File: src/hdl/shra_pkg.sv
// shared types and constants for the snr history rate adapter
`default_nettype none
package shra_pkg;

  localparam int CFG_IW = 2;

  localparam logic [CFG_IW-1:0] CFG_SNR_POOR = 2'd0;
  localparam logic [CFG_IW-1:0] CFG_SNR_LOW  = 2'd1;
  localparam logic [CFG_IW-1:0] CFG_SNR_MID  = 2'd2;
  localparam logic [CFG_IW-1:0] CFG_FAIL_LIM = 2'd3;

  localparam logic signed [9:0] SNR_POOR_RST = 10'sd40;
  localparam logic signed [9:0] SNR_LOW_RST  = 10'sd60;
  localparam logic signed [9:0] SNR_MID_RST  = 10'sd100;
  localparam logic [2:0]        FAIL_LIM_RST = 3'd4;

  typedef enum logic {
    OP_SUCCESS = 1'b0,
    OP_FAILURE = 1'b1
  } op_t;

  typedef struct packed {
    logic signed [9:0] snr_poor;
    logic signed [9:0] snr_low;
    logic signed [9:0] snr_mid;
    logic [2:0]        fail_lim;
  } cfg_t;

  typedef struct packed {
    op_t               op;
    logic [5:0]        station;
    logic [5:0]        slot;
    logic signed [9:0] snr;
    logic [3:0]        maxr;
  } item_t;

endpackage
`default_nettype wire

File: src/hdl/shra_front.sv
// front end: accepts event words, maps the station to a table slot and clamps the maximum rate
`default_nettype none
module shra_front #(
  parameter int STATIONS  = 64,
  parameter int MAX_RATES = 16
) (
  input  wire logic               in_valid,
  output logic                    in_ready,
  input  wire logic               in_opcode,
  input  wire logic [5:0]         in_station_index,
  input  wire logic signed [9:0]  in_snr_qdb,
  input  wire logic [3:0]         in_max_rate_index,
  input  wire logic               enable,
  input  wire logic               q_ready,
  output logic                    q_push,
  output shra_pkg::item_t         q_item
);
  import shra_pkg::*;

  localparam int MAXC = MAX_RATES - 1;
  localparam int RMW  = 18;

  logic [RMW-1:0] rem;
  logic [6:0]     maxr_x;

  assign in_ready = enable && q_ready;
  assign q_push   = in_valid && in_ready;

  // station modulo table size, one conditional subtract per quotient bit
  always_comb begin
    rem = RMW'(in_station_index);
    for (int k = 5; k >= 0; k--) begin
      if (rem >= (RMW'(STATIONS) << k)) begin
        rem = rem - (RMW'(STATIONS) << k);
      end
    end
  end

  assign maxr_x = {3'b000, in_max_rate_index};

  always_comb begin
    q_item.op      = op_t'(in_opcode);
    q_item.station = in_station_index;
    q_item.slot    = rem[5:0];
    q_item.snr     = in_snr_qdb;
    q_item.maxr    = (maxr_x > 7'(MAXC)) ? 4'(MAXC) : in_max_rate_index;
  end

endmodule
`default_nettype wire

File: src/hdl/shra_queue.sv
// two entry queue between front end and table update
`default_nettype none
module shra_queue (
  input  wire logic            clk,
  input  wire logic            rst_n,
  input  wire logic            push,
  input  wire shra_pkg::item_t push_item,
  output logic                 push_ready,
  input  wire logic            pop,
  output logic                 pop_valid,
  output shra_pkg::item_t      pop_item
);
  import shra_pkg::*;

  item_t      slot_r [2];
  logic       wr_ptr_r;
  logic       wr_ptr_nxt;
  logic       rd_ptr_r;
  logic       rd_ptr_nxt;
  logic [1:0] cnt_r;
  logic [1:0] cnt_nxt;
  logic       do_push;
  logic       do_pop;

  assign push_ready = (cnt_r != 2'd2);
  assign pop_valid  = (cnt_r != 2'd0);
  assign pop_item   = slot_r[rd_ptr_r];
  assign do_push    = push && push_ready;
  assign do_pop     = pop && pop_valid;

  always_comb begin
    wr_ptr_nxt = do_push ? ~wr_ptr_r : wr_ptr_r;
    rd_ptr_nxt = do_pop ? ~rd_ptr_r : rd_ptr_r;
    cnt_nxt    = cnt_r;
    if (do_push && !do_pop) begin
      cnt_nxt = cnt_r + 2'd1;
    end else if (do_pop && !do_push) begin
      cnt_nxt = cnt_r - 2'd1;
    end
  end

  always_ff @(posedge clk) begin
    if (!rst_n) begin
      wr_ptr_r <= 1'b0;
      rd_ptr_r <= 1'b0;
      cnt_r    <= 2'd0;
    end else begin
      wr_ptr_r <= wr_ptr_nxt;
      rd_ptr_r <= rd_ptr_nxt;
      cnt_r    <= cnt_nxt;
    end
  end

  always_ff @(posedge clk) begin
    if (do_push) begin
      slot_r[wr_ptr_r] <= push_item;
    end
  end

endmodule
`default_nettype wire

File: src/hdl/shra_back.sv
// back end: station table, clearing pass, rate decision and result register
`default_nettype none
module shra_back #(
  parameter int STATIONS      = 64,
  parameter int HISTORY_DEPTH = 5,
  parameter int MAX_RATES     = 16
) (
  input  wire logic            clk,
  input  wire logic            rst_n,
  input  wire shra_pkg::cfg_t  cfg,
  input  wire logic            q_valid,
  input  wire shra_pkg::item_t q_item,
  output logic                 q_pop,
  output logic                 clr_done,
  output logic                 out_valid,
  input  wire logic            out_ready,
  output logic [5:0]           out_station_out,
  output logic [3:0]           out_rate_index,
  output logic [2:0]           out_recent_failures
);
  import shra_pkg::*;

  localparam int HD = HISTORY_DEPTH;
  localparam int SW = (STATIONS > 1) ? $clog2(STATIONS) : 1;
  localparam int AW = (SW > 6) ? SW : 6;
  localparam int RW = $clog2(MAX_RATES);
  localparam int XW = ((RW > 4) ? RW : 4) + 1;
  localparam int PW = (HD > 1) ? $clog2(HD) : 1;
  localparam int FW = $clog2(HD + 1);
  localparam int CW = ((FW > 3) ? FW : 3) + 1;
  localparam int EW = RW + HD + PW + 1;

  typedef enum logic [2:0] {
    ST_CLEAR = 3'b001,
    ST_IDLE  = 3'b010,
    ST_EXEC  = 3'b100
  } state_t;

  localparam logic [EW-1:0] ENTRY_RST = {RW'(0), {HD{1'b1}}, PW'(0), 1'b0};

  logic [EW-1:0] mem [STATIONS];
  logic [EW-1:0] rd_data_r;

  state_t        state_r;
  state_t        state_nxt;
  logic [SW-1:0] clr_idx_r;
  logic [SW-1:0] clr_idx_nxt;
  item_t         work_r;
  logic [SW-1:0] work_idx;
  logic [SW-1:0] q_idx;
  logic [AW-1:0] work_slot_x;
  logic [AW-1:0] q_slot_x;

  logic          go;
  logic          mem_we;
  logic [SW-1:0] mem_wa;
  logic [EW-1:0] mem_wd;

  logic          par;
  logic [PW-1:0] pos;
  logic [HD-1:0] ring;
  logic [RW-1:0] rate;
  logic [PW-1:0] pos_c;
  logic [PW:0]   pos_inc;
  logic [PW-1:0] pos_n;
  logic [HD-1:0] ring_n;
  logic          par_n;
  logic [CW-1:0] fails;
  logic [XW-1:0] rate_x;
  logic [XW-1:0] maxr_x;
  logic [XW-1:0] rate_n;
  logic [XW-1:0] rate_dn;
  logic [XW-1:0] rate_up;

  logic          out_valid_r;
  logic          out_valid_nxt;
  logic [5:0]    out_station_r;
  logic [3:0]    out_rate_r;
  logic [2:0]    out_fail_r;

  assign q_slot_x    = AW'(q_item.slot);
  assign q_idx       = q_slot_x[SW-1:0];
  assign work_slot_x = AW'(work_r.slot);
  assign work_idx    = work_slot_x[SW-1:0];

  assign clr_done = (state_r != ST_CLEAR);
  assign q_pop    = (state_r == ST_IDLE) && q_valid;
  assign go       = (state_r == ST_EXEC) && (!out_valid_r || out_ready);

  // entry fields
  assign par  = rd_data_r[0];
  assign pos  = rd_data_r[PW:1];
  assign ring = rd_data_r[PW+HD:PW+1];
  assign rate = rd_data_r[EW-1:PW+HD+1];

  always_comb begin
    pos_c = ({1'b0, pos} >= (PW+1)'(HD)) ? PW'(0) : pos;
    for (int i = 0; i < HD; i++) begin
      ring_n[i] = (pos_c == PW'(i)) ? (work_r.op == OP_SUCCESS) : ring[i];
    end
    pos_inc = {1'b0, pos_c} + (PW+1)'(1);
    pos_n   = (pos_inc == (PW+1)'(HD)) ? PW'(0) : pos_inc[PW-1:0];
    fails   = CW'($countones(~ring_n));
  end

  always_comb begin
    rate_x  = XW'(rate);
    maxr_x  = XW'(work_r.maxr);
    rate_dn = (rate_x == XW'(0)) ? XW'(0) : rate_x - XW'(1);
    rate_up = ((rate_x + XW'(1)) < maxr_x) ? rate_x + XW'(1) : maxr_x;
    par_n   = 1'b0;
    if (work_r.op == OP_SUCCESS) begin
      if ((work_r.snr < cfg.snr_poor) || (fails >= CW'(cfg.fail_lim))) begin
        rate_n = rate_dn;
      end else if (work_r.snr < cfg.snr_low) begin
        rate_n = (maxr_x < XW'(1)) ? maxr_x : XW'(1);
      end else if (work_r.snr < cfg.snr_mid) begin
        rate_n = (maxr_x < XW'(2)) ? maxr_x : XW'(2);
      end else if (fails == CW'(0)) begin
        rate_n = maxr_x;
      end else begin
        rate_n = rate_up;
      end
    end else begin
      par_n  = ~par;
      rate_n = par ? rate_dn : rate_x;
    end
  end

  always_comb begin
    state_nxt     = state_r;
    clr_idx_nxt   = clr_idx_r;
    out_valid_nxt = out_valid_r;
    mem_we        = 1'b0;
    mem_wa        = work_idx;
    mem_wd        = {rate_n[RW-1:0], ring_n, pos_n, par_n};
    if (out_valid_r && out_ready) begin
      out_valid_nxt = 1'b0;
    end
    case (state_r)
      ST_CLEAR: begin
        mem_we      = 1'b1;
        mem_wa      = clr_idx_r;
        mem_wd      = ENTRY_RST;
        clr_idx_nxt = clr_idx_r + SW'(1);
        if (clr_idx_r == SW'(STATIONS - 1)) begin
          state_nxt = ST_IDLE;
        end
      end
      ST_IDLE: begin
        if (q_valid) begin
          state_nxt = ST_EXEC;
        end
      end
      ST_EXEC: begin
        if (go) begin
          mem_we        = 1'b1;
          out_valid_nxt = 1'b1;
          state_nxt     = ST_IDLE;
        end
      end
      default: begin
        state_nxt = ST_CLEAR;
      end
    endcase
  end

  always_ff @(posedge clk) begin
    if (!rst_n) begin
      state_r     <= ST_CLEAR;
      clr_idx_r   <= SW'(0);
      out_valid_r <= 1'b0;
    end else begin
      state_r     <= state_nxt;
      clr_idx_r   <= clr_idx_nxt;
      out_valid_r <= out_valid_nxt;
    end
  end

  always_ff @(posedge clk) begin
    if (q_pop) begin
      work_r <= q_item;
    end
    if (go) begin
      out_station_r <= work_r.station;
      out_rate_r    <= rate_n[3:0];
      out_fail_r    <= (fails > CW'(7)) ? 3'd7 : fails[2:0];
    end
  end

  // station table
  always_ff @(posedge clk) begin
    if (mem_we) begin
      mem[mem_wa] <= mem_wd;
    end
    if (q_pop) begin
      rd_data_r <= mem[q_idx];
    end
  end

  assign out_valid           = out_valid_r;
  assign out_station_out     = out_station_r;
  assign out_rate_index      = out_rate_r;
  assign out_recent_failures = out_fail_r;

endmodule
`default_nettype wire

File: src/hdl/snr_history_rate_adapter_core.sv
// top level of the snr history rate adapter: config registers, front end, queue, back end
//
// channel  direction  ports                                   word
// in       input      in_valid/in_ready                       opcode, station, snr, max rate
// out      output     out_valid/out_ready                     station, rate index, failures
// cfg      input      cfg_valid/cfg_ready                     register index, write data
//
// each event passes the back end in steps: a registered table read, then the
// update, written back into the table and the result register; a new event is
// only popped once the last one is written. After reset the table is cleared
// one station per cycle, all STATIONS entries, with in_ready low; config writes are taken at any time
// a result waiting in the output register stalls the back end only when the
// next result is ready; the front end keeps filling the two entry queue until it is full
`default_nettype none
module snr_history_rate_adapter_core #(
  parameter int STATIONS      = 64,
  parameter int HISTORY_DEPTH = 5,
  parameter int MAX_RATES     = 16
) (
  input  wire logic                          clk,
  input  wire logic                          rst_n,
  input  wire logic                          in_valid,
  output logic                               in_ready,
  input  wire logic                          in_opcode,
  input  wire logic [5:0]                    in_station_index,
  input  wire logic signed [9:0]             in_snr_qdb,
  input  wire logic [3:0]                    in_max_rate_index,
  output logic                               out_valid,
  input  wire logic                          out_ready,
  output logic [5:0]                         out_station_out,
  output logic [3:0]                         out_rate_index,
  output logic [2:0]                         out_recent_failures,
  input  wire logic                          cfg_valid,
  output logic                               cfg_ready,
  input  wire logic [shra_pkg::CFG_IW-1:0]   cfg_index,
  input  wire logic [9:0]                    cfg_data
);
  import shra_pkg::*;

  cfg_t  cfg_r;
  cfg_t  cfg_nxt;
  logic  clr_done;
  logic  q_push;
  logic  q_push_ready;
  item_t q_in_item;
  logic  q_pop;
  logic  q_valid;
  item_t q_item;

  assign cfg_ready = 1'b1;

  always_comb begin
    cfg_nxt = cfg_r;
    if (cfg_valid) begin
      case (cfg_index)
        CFG_SNR_POOR: cfg_nxt.snr_poor = cfg_data;
        CFG_SNR_LOW:  cfg_nxt.snr_low  = cfg_data;
        CFG_SNR_MID:  cfg_nxt.snr_mid  = cfg_data;
        CFG_FAIL_LIM: cfg_nxt.fail_lim = cfg_data[2:0];
        default:      cfg_nxt = cfg_r;
      endcase
    end
  end

  always_ff @(posedge clk) begin
    if (!rst_n) begin
      cfg_r.snr_poor <= SNR_POOR_RST;
      cfg_r.snr_low  <= SNR_LOW_RST;
      cfg_r.snr_mid  <= SNR_MID_RST;
      cfg_r.fail_lim <= FAIL_LIM_RST;
    end else begin
      cfg_r <= cfg_nxt;
    end
  end

  shra_front #(
    .STATIONS  (STATIONS),
    .MAX_RATES (MAX_RATES)
  ) u_front (
    .in_valid          (in_valid),
    .in_ready          (in_ready),
    .in_opcode         (in_opcode),
    .in_station_index  (in_station_index),
    .in_snr_qdb        (in_snr_qdb),
    .in_max_rate_index (in_max_rate_index),
    .enable            (clr_done),
    .q_ready           (q_push_ready),
    .q_push            (q_push),
    .q_item            (q_in_item)
  );

  shra_queue u_queue (
    .clk        (clk),
    .rst_n      (rst_n),
    .push       (q_push),
    .push_item  (q_in_item),
    .push_ready (q_push_ready),
    .pop        (q_pop),
    .pop_valid  (q_valid),
    .pop_item   (q_item)
  );

  shra_back #(
    .STATIONS      (STATIONS),
    .HISTORY_DEPTH (HISTORY_DEPTH),
    .MAX_RATES     (MAX_RATES)
  ) u_back (
    .clk                 (clk),
    .rst_n               (rst_n),
    .cfg                 (cfg_r),
    .q_valid             (q_valid),
    .q_item              (q_item),
    .q_pop               (q_pop),
    .clr_done            (clr_done),
    .out_valid           (out_valid),
    .out_ready           (out_ready),
    .out_station_out     (out_station_out),
    .out_rate_index      (out_rate_index),
    .out_recent_failures (out_recent_failures)
  );

endmodule
`default_nettype wire

File: config.mk
export PLATFORM = sky130hd
export DESIGN_NAME = snr_history_rate_adapter_core
export DESIGN_NICKNAME = d
export VERILOG_FILES = /design/src/hdl/shra_pkg.sv /design/src/hdl/shra_front.sv /design/src/hdl/shra_queue.sv /design/src/hdl/shra_back.sv /design/src/hdl/snr_history_rate_adapter_core.sv
export SDC_FILE = /design/constraint.sdc
export NUM_CORES = 1
export LEC_CHECK = 0
export BUFFER_PORTS_ARGS = -buffer_cell sky130_fd_sc_hd__buf_2
export CORE_MARGIN = 2
export CORE_UTILIZATION = 63
export CTS_CLUSTER_DIAMETER = 50
export DETAILED_ROUTE_END_ITERATION = 10
export HOLD_SLACK_MARGIN = 0.12
export PLACE_DENSITY = 0.85
export SLEW_MARGIN = 10
export SYNTH_ARGS = -nofsm -noshare
export SYNTH_HDL_FRONTEND = slang
export SYNTH_SLANG_ARGS = --single-unit
File: constraint.sdc
create_clock -name clk -period 10.7 [get_ports clk]
set_input_delay 1.07 -clock clk [delete_from_list [all_inputs] [get_ports clk]]
set_output_delay 1.07 -clock clk [all_outputs]
set_load 0.005 [all_outputs]
# ---- Yosys cells after proc, flatten, opt, wreduce, memory -nomap -nowiden
# Memory sizes are Yosys's and may differ from the RTL's. A register that Yosys moved wholly into a read port is not among the register bits.
# Index checks and enable logic that the tools add are counted.
dict set report word_totals {
  reg_bits 87
  ramBits 886
  inputBits 38
  output_inout_bits 16
  word_cells 125
  mem_count 2
}
dict set report classes {
  addsub 10
  order_cmp 10
  eq_ne 17
  mux 38
  bitwise 5
  n_reduce_logical 25
}
# name words width read_ports rd_clocked_by_memory_dff wr line
set memory_table {}
lappend memory_table {u_back.mem 64 13 1 1 1 shra_back.sv:41} ;# logic [EW-1:0] mem [STATIONS];
lappend memory_table {u_queue.slot_r 2 27 1 1 1 shra_queue.sv:15} ;# item_t slot_r [2];
# operator n
set ops {}
lappend ops {{2-to-1 mux 4 bit} 11}
lappend ops {{< comparator 10 bit} 3}
lappend ops {{2-to-1 mux 1 bit} 16}
lappend ops {{2-to-1 mux 3 bit} 5}
lappend ops {{2-to-1 mux 13 bit} 1}
lappend ops {{equality test 3 x 2 -> 1 bit, second input constant} 3}
lappend ops {{logical AND 1 bit} 9}
lappend ops {{one-hot mux 3 bit (3 select lines)} 1}
lappend ops {{logical NOT 4 bit} 2}
lappend ops {{AND reduction 2 bit} 4}
lappend ops {{adder 6 x 1 -> 6 bit, second input constant} 1}
lappend ops {{equality test 3 x 1 -> 1 bit, second input constant} 2}
lappend ops {{equality test 3 bit, second input constant} 2}
lappend ops {{equality test 6 bit, second input constant} 1}
lappend ops {{2-to-1 mux 6 bit} 1}
lappend ops {{inequality test 2 x 1 -> 1 bit, second input constant} 3}
lappend ops {{adder 4 x 1 -> 5 bit, second input constant} 1}
lappend ops {{< comparator 5 x 4 -> 1 bit} 1}
lappend ops {{inverter 5 bit} 1}
lappend ops {{adder 1 x 1 -> 2 bit} 2}
lappend ops {{adder 3 x 1 -> 4 bit, second input constant} 1}
lappend ops {{adder 4 x 1 -> 4 bit} 1}
lappend ops {{adder 4 bit} 1}
lappend ops {{equality test 2 bit, second input constant} 2}
lappend ops {{other kinds (22)} 30}

# ---- Longest topological paths before layout
dict set report depth {
  word_depth 15
  ltp_mapped 18
  ltp_nobuf 18
}

# ---- Cells and area by module
# Synthesis repeated with hierarchy kept, for this count alone.
dict set report unflattened {
  cells_unflattened 1910
  area_unflattened_um2 39258.9
}
# mod instances cells_per_inst area_per_inst_um2 seq_area_each_um2
set modules_own_cells {}
lappend modules_own_cells {shra_back 1 1644 35546.6 26775.7}
lappend modules_own_cells {shra_queue 1 108 2188.3 1721.7}
lappend modules_own_cells {snr_history_rate_adapter_core 1 129 1308.8 660.6}
lappend modules_own_cells {shra_front 1 29 215.2 0.0}

# ---- Worst setup path after synthesis
# Ideal clock, no wire load.
dict set report synth_timing {
  path_type {reg-to-reg}
  start {register u_back.rd_data_r[1], read port of u_back.mem}
  end {memory u_back.mem[0][12] in the netlist's numbering (data pin)}
  setup_ns 0.681
  arrival_ns 6.084
  t_required_ns 10.019
  slack_ns 3.935
  path_stages_with_launch 17
  n_path_buf 0
  synth_period_minus_slack_ns 6.765
  path_cell_list {edfxtp_1 -> or3b_2 -> nand2_1 -> nor2_1 -> a21oi_1 -> ha_1 -> fa_1 -> inv_1 -> fa_1 -> inv_1 -> ha_1 -> a21o_1 -> a221oi_1 -> o21ai_0 -> nor3_1 -> a221oi_1 -> nor3_1}
}
dict set report synth_via {
  elab_chain_len 15
  word_cells_on_any_way 26
  classes_between {add/sub: 4; order compare: 2; eq/ne: 4; mux: 12; bitwise: 1; reduce/logical: 3}
}
# element line
set synth_lines {}
lappend synth_lines {{start, declared} shra_back.sv:42} ;# logic [EW-1:0] rd_data_r;
lappend synth_lines {{greater-or-equal comparator 3 bit} shra_back.sv:97} ;# pos_c = ({1'b0, pos} >= (PW+1)'(HD)) ? PW'(0) : pos;
lappend synth_lines {{2-to-1 mux 3 bit *} shra_back.sv:97}
lappend synth_lines {{equality test 3 x 1 -> 1 bit (tied with other cells)} shra_back.sv:99} ;# ring_n[i] = (pos_c == PW'(i)) ? (work_r.op == OP_SUCCESS) : ring[i];
lappend synth_lines {{2-to-1 mux 1 bit} shra_back.sv:99}
lappend synth_lines {{inverter 5 bit *} shra_back.sv:103} ;# fails = CW'($countones(~ring_n));
lappend synth_lines {{adder 1 x 1 -> 2 bit (implied by the code)} shra_back.sv:103}
lappend synth_lines {{adder 4 bit (implied by the code)} shra_back.sv:103}
lappend synth_lines {{adder 4 x 1 -> 4 bit (implied by the code) *} shra_back.sv:103}
lappend synth_lines {{via u_back.fails[1]} shra_back.sv:68} ;# logic [CW-1:0] fails;
lappend synth_lines {{logical NOT 4 bit} shra_back.sv:119} ;# end else if (fails == CW'(0)) begin
lappend synth_lines {{2-to-1 mux 4 bit} shra_back.sv:119}
lappend synth_lines {{2-to-1 mux 4 bit} shra_back.sv:117} ;# end else if (work_r.snr < cfg.snr_mid) begin
lappend synth_lines {{2-to-1 mux 4 bit} shra_back.sv:115} ;# end else if (work_r.snr < cfg.snr_low) begin
lappend synth_lines {{2-to-1 mux 4 bit *} shra_back.sv:113} ;# if ((work_r.snr < cfg.snr_poor) || (fails >= CW'(cfg.fail_lim))) begin
lappend synth_lines {{2-to-1 mux 4 bit *} shra_back.sv:112} ;# if (work_r.op == OP_SUCCESS) begin
lappend synth_lines {{2-to-1 mux 13 bit *} shra_back.sv:140} ;# case (state_r)
lappend synth_lines {{via u_back.mem_wd[12]} shra_back.sv:57} ;# logic [EW-1:0] mem_wd;
lappend synth_lines {{end, declared} shra_back.sv:41}
# The timed path passes the listed nets; every way through them passes the cells marked *.

# ---- Worst setup path after layout
dict set report layout_timing {
  start {register u_back.rd_data_r[1], read port of u_back.mem}
  end {memory u_back.mem[41][10] in the netlist's numbering (data pin)}
}
dict set report layout_via {
  elab_chain_len 15
  word_cells_on_any_way 26
  classes_between {add/sub: 4; order compare: 2; eq/ne: 4; mux: 12; bitwise: 1; reduce/logical: 3}
}
# element line
set layout_lines {}
lappend layout_lines {{greater-or-equal comparator 3 bit} shra_back.sv:97}
lappend layout_lines {{2-to-1 mux 3 bit *} shra_back.sv:97}
lappend layout_lines {{equality test 3 x 1 -> 1 bit (tied with other cells)} shra_back.sv:99}
lappend layout_lines {{2-to-1 mux 1 bit} shra_back.sv:99}
lappend layout_lines {{inverter 5 bit *} shra_back.sv:103}
lappend layout_lines {{adder 1 x 1 -> 2 bit (implied by the code)} shra_back.sv:103}
lappend layout_lines {{adder 4 bit (implied by the code)} shra_back.sv:103}
lappend layout_lines {{adder 4 x 1 -> 4 bit (implied by the code) *} shra_back.sv:103}
lappend layout_lines {{via u_back.fails[1]} shra_back.sv:68}
lappend layout_lines {{[1 not listed]} --}
lappend layout_lines {{2-to-1 mux 4 bit} shra_back.sv:119}
lappend layout_lines {{2-to-1 mux 4 bit} shra_back.sv:117}
lappend layout_lines {{2-to-1 mux 4 bit} shra_back.sv:115}
lappend layout_lines {{2-to-1 mux 4 bit *} shra_back.sv:113}
lappend layout_lines {{2-to-1 mux 4 bit *} shra_back.sv:112}
lappend layout_lines {{via u_back.rate_n[1]} shra_back.sv:71} ;# logic [XW-1:0] rate_n;
lappend layout_lines {{2-to-1 mux 13 bit *} shra_back.sv:140}
lappend layout_lines {{via u_back.mem_wd[10]} shra_back.sv:57}
# Marked as above.

==> impl_metrics.py <==
metrics = {
    "pwr": {
        "p_per_area_nw_per_um2": 186,
        "p_int_w": 0.00628,
        "switching_share_pct": 23.1,
        "switchingPower_w": 0.00189,
        "clock_power_share_pct": 39.9,
        "fin_total_pwr_w": 0.00817,
        "pwr-share-seq_pct": 52.8,
        "ir_worst_vdd_mv": 0.142,
        "combPwrFrac_pct": 7.3,
        "leakagePower_nw": 15.5,
    },
    "timing": {
        "setup_viol": 0,
        "relSlewSlack_pct": 16.0,
        "min_period_over_period_pct": 53.5,
        "rsz0062_at_grt": "false",
        "worst_pin_slew_ns": 1.26,
        "hold_viol_final": 0,
        "finalMaxSlewViolations": 0,
        "layout_min_cycle_time_ns": 5.72,
        "fin_skew_ns": 0.0303,
        "fin_setup_tns_ns": 0,
        "max_freq_mhz": 175,
    },
    "critical_path": {
        "start_kind": "register",
        "crit_path_top_delay_cell": "and2_2",
        "cp_data_arrival_time_ns": 5.99,
        "critPathCaptureType": "register",
        "critPathKind": "register to register",
        "max_stage_delay_ns": 0.99,
        "crit_chain": "or3b_2 -> nand2_1 -> nor2_1 -> a21oi_1 -> ha_1 -> fa_1 -> inv_1 -> fa_1 -> inv_1 -> ha_1 -> a21o_1 -> a221oi_1 -> o21ai_0 -> nand2b_1 -> o31ai_1 -> and2_2",
        "critPathMaxFanout": 64,
        "r2r_slack_ns": 4.98,
        "required_ns": 10.97,
    },
    "clock_network": {
        "post-cts-setup-buffers": 0,
        "cts_hold_buf": 0,
        "cts_tree": "done",
        "cts_buffer_depth": 3,
        "clock_latency_ns": 0.66,
        "clk_pin_slew_ns": 0.06,
        "cts_root_buf": "clkbuf_16",
        "htreeDepth": 3,
        "cts_num_sinks": 969,
        "cts_made_buffers": 99,
        "post_cts_resized": 0,
    },
    "global_route": {
        "overflow": 0,
        "antenna_found_initial": 1,
        "grt_pass1_wl_um": 149000,
        "grt_max_degree": 189,
        "track_usage_pct": 30.9,
        "grt_pass1_vias": 25700,
    },
    "cells_and_area": {
        "area_growth_pct": 11.3,
        "num-fill-cells": 3694,
        "drive_above_1_share_pct": 10.3,
        "final_common_cell": "edfxtp_1",
        "final_nets": 3164,
        "layout_common_cells": "edfxtp_1, nand2_1, nand3_1",
        "final_design_area_no_fill_sq_um": 43800,
    },
    "drt": {
        "routed-via-count": 26100,
        "route.met3.wl_um": 12500,
        "top_layer_used": "met4",
        "drtIter0Drc": 4617,
        "via_per_inst": 6.53,
        "first_pass_iters": 6,
        "drc": 0,
        "routed_wl_um": 98600,
        "drtAntennaViolNets": 0,
        "wl_met1_um": 34500,
        "post_drt_wl_per_cell_um": 24.7,
        "dr_wl_met2_um": 46600,
    },
    "die": {
        "rows": 91,
        "dieHeight_um": 254,
        "initial_core_util_pct": 63.8,
        "die_x_um": 254,
        "num_io_pins": 54,
        "core_area_sq_um": 61700,
        "die_area_sq_um": 64500,
    },
    "yosys": {
        "ys_ff_latch": 969,
        "yosysSeqAreaShare_pct": 72.7,
        "async_reset_ff_share_pct": 0,
        "yosysUniqueCellTypes": 56,
        "ys.flop_type": "edfxtp_1",
        "syn_area_per_cell_sq_um": 13.0,
        "synthesis.nets": 3107,
        "mappedNetlistArea_sq_um": 39400,
        "synth_edf_count": 921,
        "yosysWarnings": 0,
        "synth_cells": 3024,
    },
    "place": {
        "placed_cell_area_sq_um": 40800,
        "dp_hpwl_um": 54500,
        "finalWeightedCongestion": 0.985,
        "io_buffer_count": 52,
    },
    "status": {
        "status": "finished clean",
    },
    "job": {
        "max-cap-violations": 0,
    },
    "min_path": {
        "hold_class": "register to register",
    },
}
-- critical path, delay by kind of cell (launching register included) --
family | cells | cell delay (ns)
AOI/OAI and AO/OA | 5 | 1.24
and+or+nand+nor | 5 | 2.07
DFF | 1 | 0.45
adders and majority gates | 4 | 1.33
buffers and inverters | 2 | 0.21
-- flip-flops by register name, indices dropped and copies added (netlist names), 3 cells and up, named ones only --
register	flops
cfg_r	33
u_back.clr_idx_r	6
u_back.maxr_x	4
u_back.mem	832
u_back.out_rate_index	4
u_back.out_recent_failures	3
u_back.out_station_out	6
u_back.rd_data_r	13
u_back.state_r	3
u_back.work_idx	6
u_back.work_r	11
u_queue.slot_r	42
-- through the flow --
stage | hold WS (ns) | setup slack (ns) | util [%] | instances
after floorplan | 0.443 | 3.94 | - | 3024
after global placement | 0.452 | 5.47 | 66.0 | 3817
after CTS | 0.467 | 5.11 | 71.0 | 3998
after detailed placement | 0.460 | 5.17 | 66.1 | 3817
after global routing | 0.483 | 4.71 | 71.0 | 3998
final | 0.465 | 4.98 | 71.1 | 3999
-- cell families after synthesis --
logic type	Yosys count	synth area share, %
and+or+nand+nor	1370	15.0
muxes	111	2.89
other	1	0.00952
adders and majority gates	45	1.47
AOI/OAI and AO/OA	286	5.33
DFF	969	72.7
xor gates and xnor gates	10	0.222
buffers and inverters	232	2.38
-- synth_stat cells (all sizes together) (29+ instances only) --
cell type / n / area (sq um)
inv: 56 / 210
a31oi: 81 / 507
a221oi: 29 / 254
buf: 65 / 309
mux2i: 93 / 935
edfxtp: 921 / 27700
and3: 79 / 494
nor2: 98 / 368
nand3: 302 / 1510
nand2: 814 / 3060
dfxtp: 48 / 961
ha: 43 / 538
clkbuf: 110 / 413
-- layer usage --
metal / global-route usage (%) / vias up
met1: 40.2 / 12500
met3: 7.54 / 385
li1: - / 11200
met2: 49.2 / 2008
met4: 14.8 / 0
met5: 0 / -
-- path summary, 6_finish.rpt --
check,from,end,cells after the start
worst max-delay path,u_back.rd_data_r[1]$_DFFE_PP_,u_back.mem[41][10]$_DFFE_PP_,16
worst min-delay path,cfg_r[10]$_SDFFE_PN0P_,cfg_r[10]$_SDFFE_PN0P_,2
worst max register to register,u_back.rd_data_r[1]$_DFFE_PP_,u_back.mem[41][10]$_DFFE_PP_,16
worst min register to register,cfg_r[10]$_SDFFE_PN0P_,cfg_r[10]$_SDFFE_PN0P_,2
-- power groups by stage --
stage	combinational [W]	clock [W]	sequential, W
after floorplan	0.000342	0	0.00439
after global placement	0.000541	0	0.00439
after detailed placement	0.000571	0	0.00439
after CTS	0.000576	0.00327	0.00431
after global routing	0.000630	0.00342	0.00432
final	0.000601	0.00326	0.00431
-- area by class of cell --
cell class | count | area, sq um | share of cell area [%]
Clock buffer | 124 | 2620 | 5.98
Inverter | 57 | 224 | 0.511
Antenna cell | 1 | 2.50 | 0.00571
Tap cell | 837 | 1050 | 2.39
Sequential cell | 969 | 28600 | 65.3
Multi-Input combinational cell | 1823 | 9990 | 22.8
Timing Repair Buffer | 131 | 903 | 2.06
Clock inverter | 57 | 434 | 0.990
No activity file was read; power rests on OpenSTA's default activity.
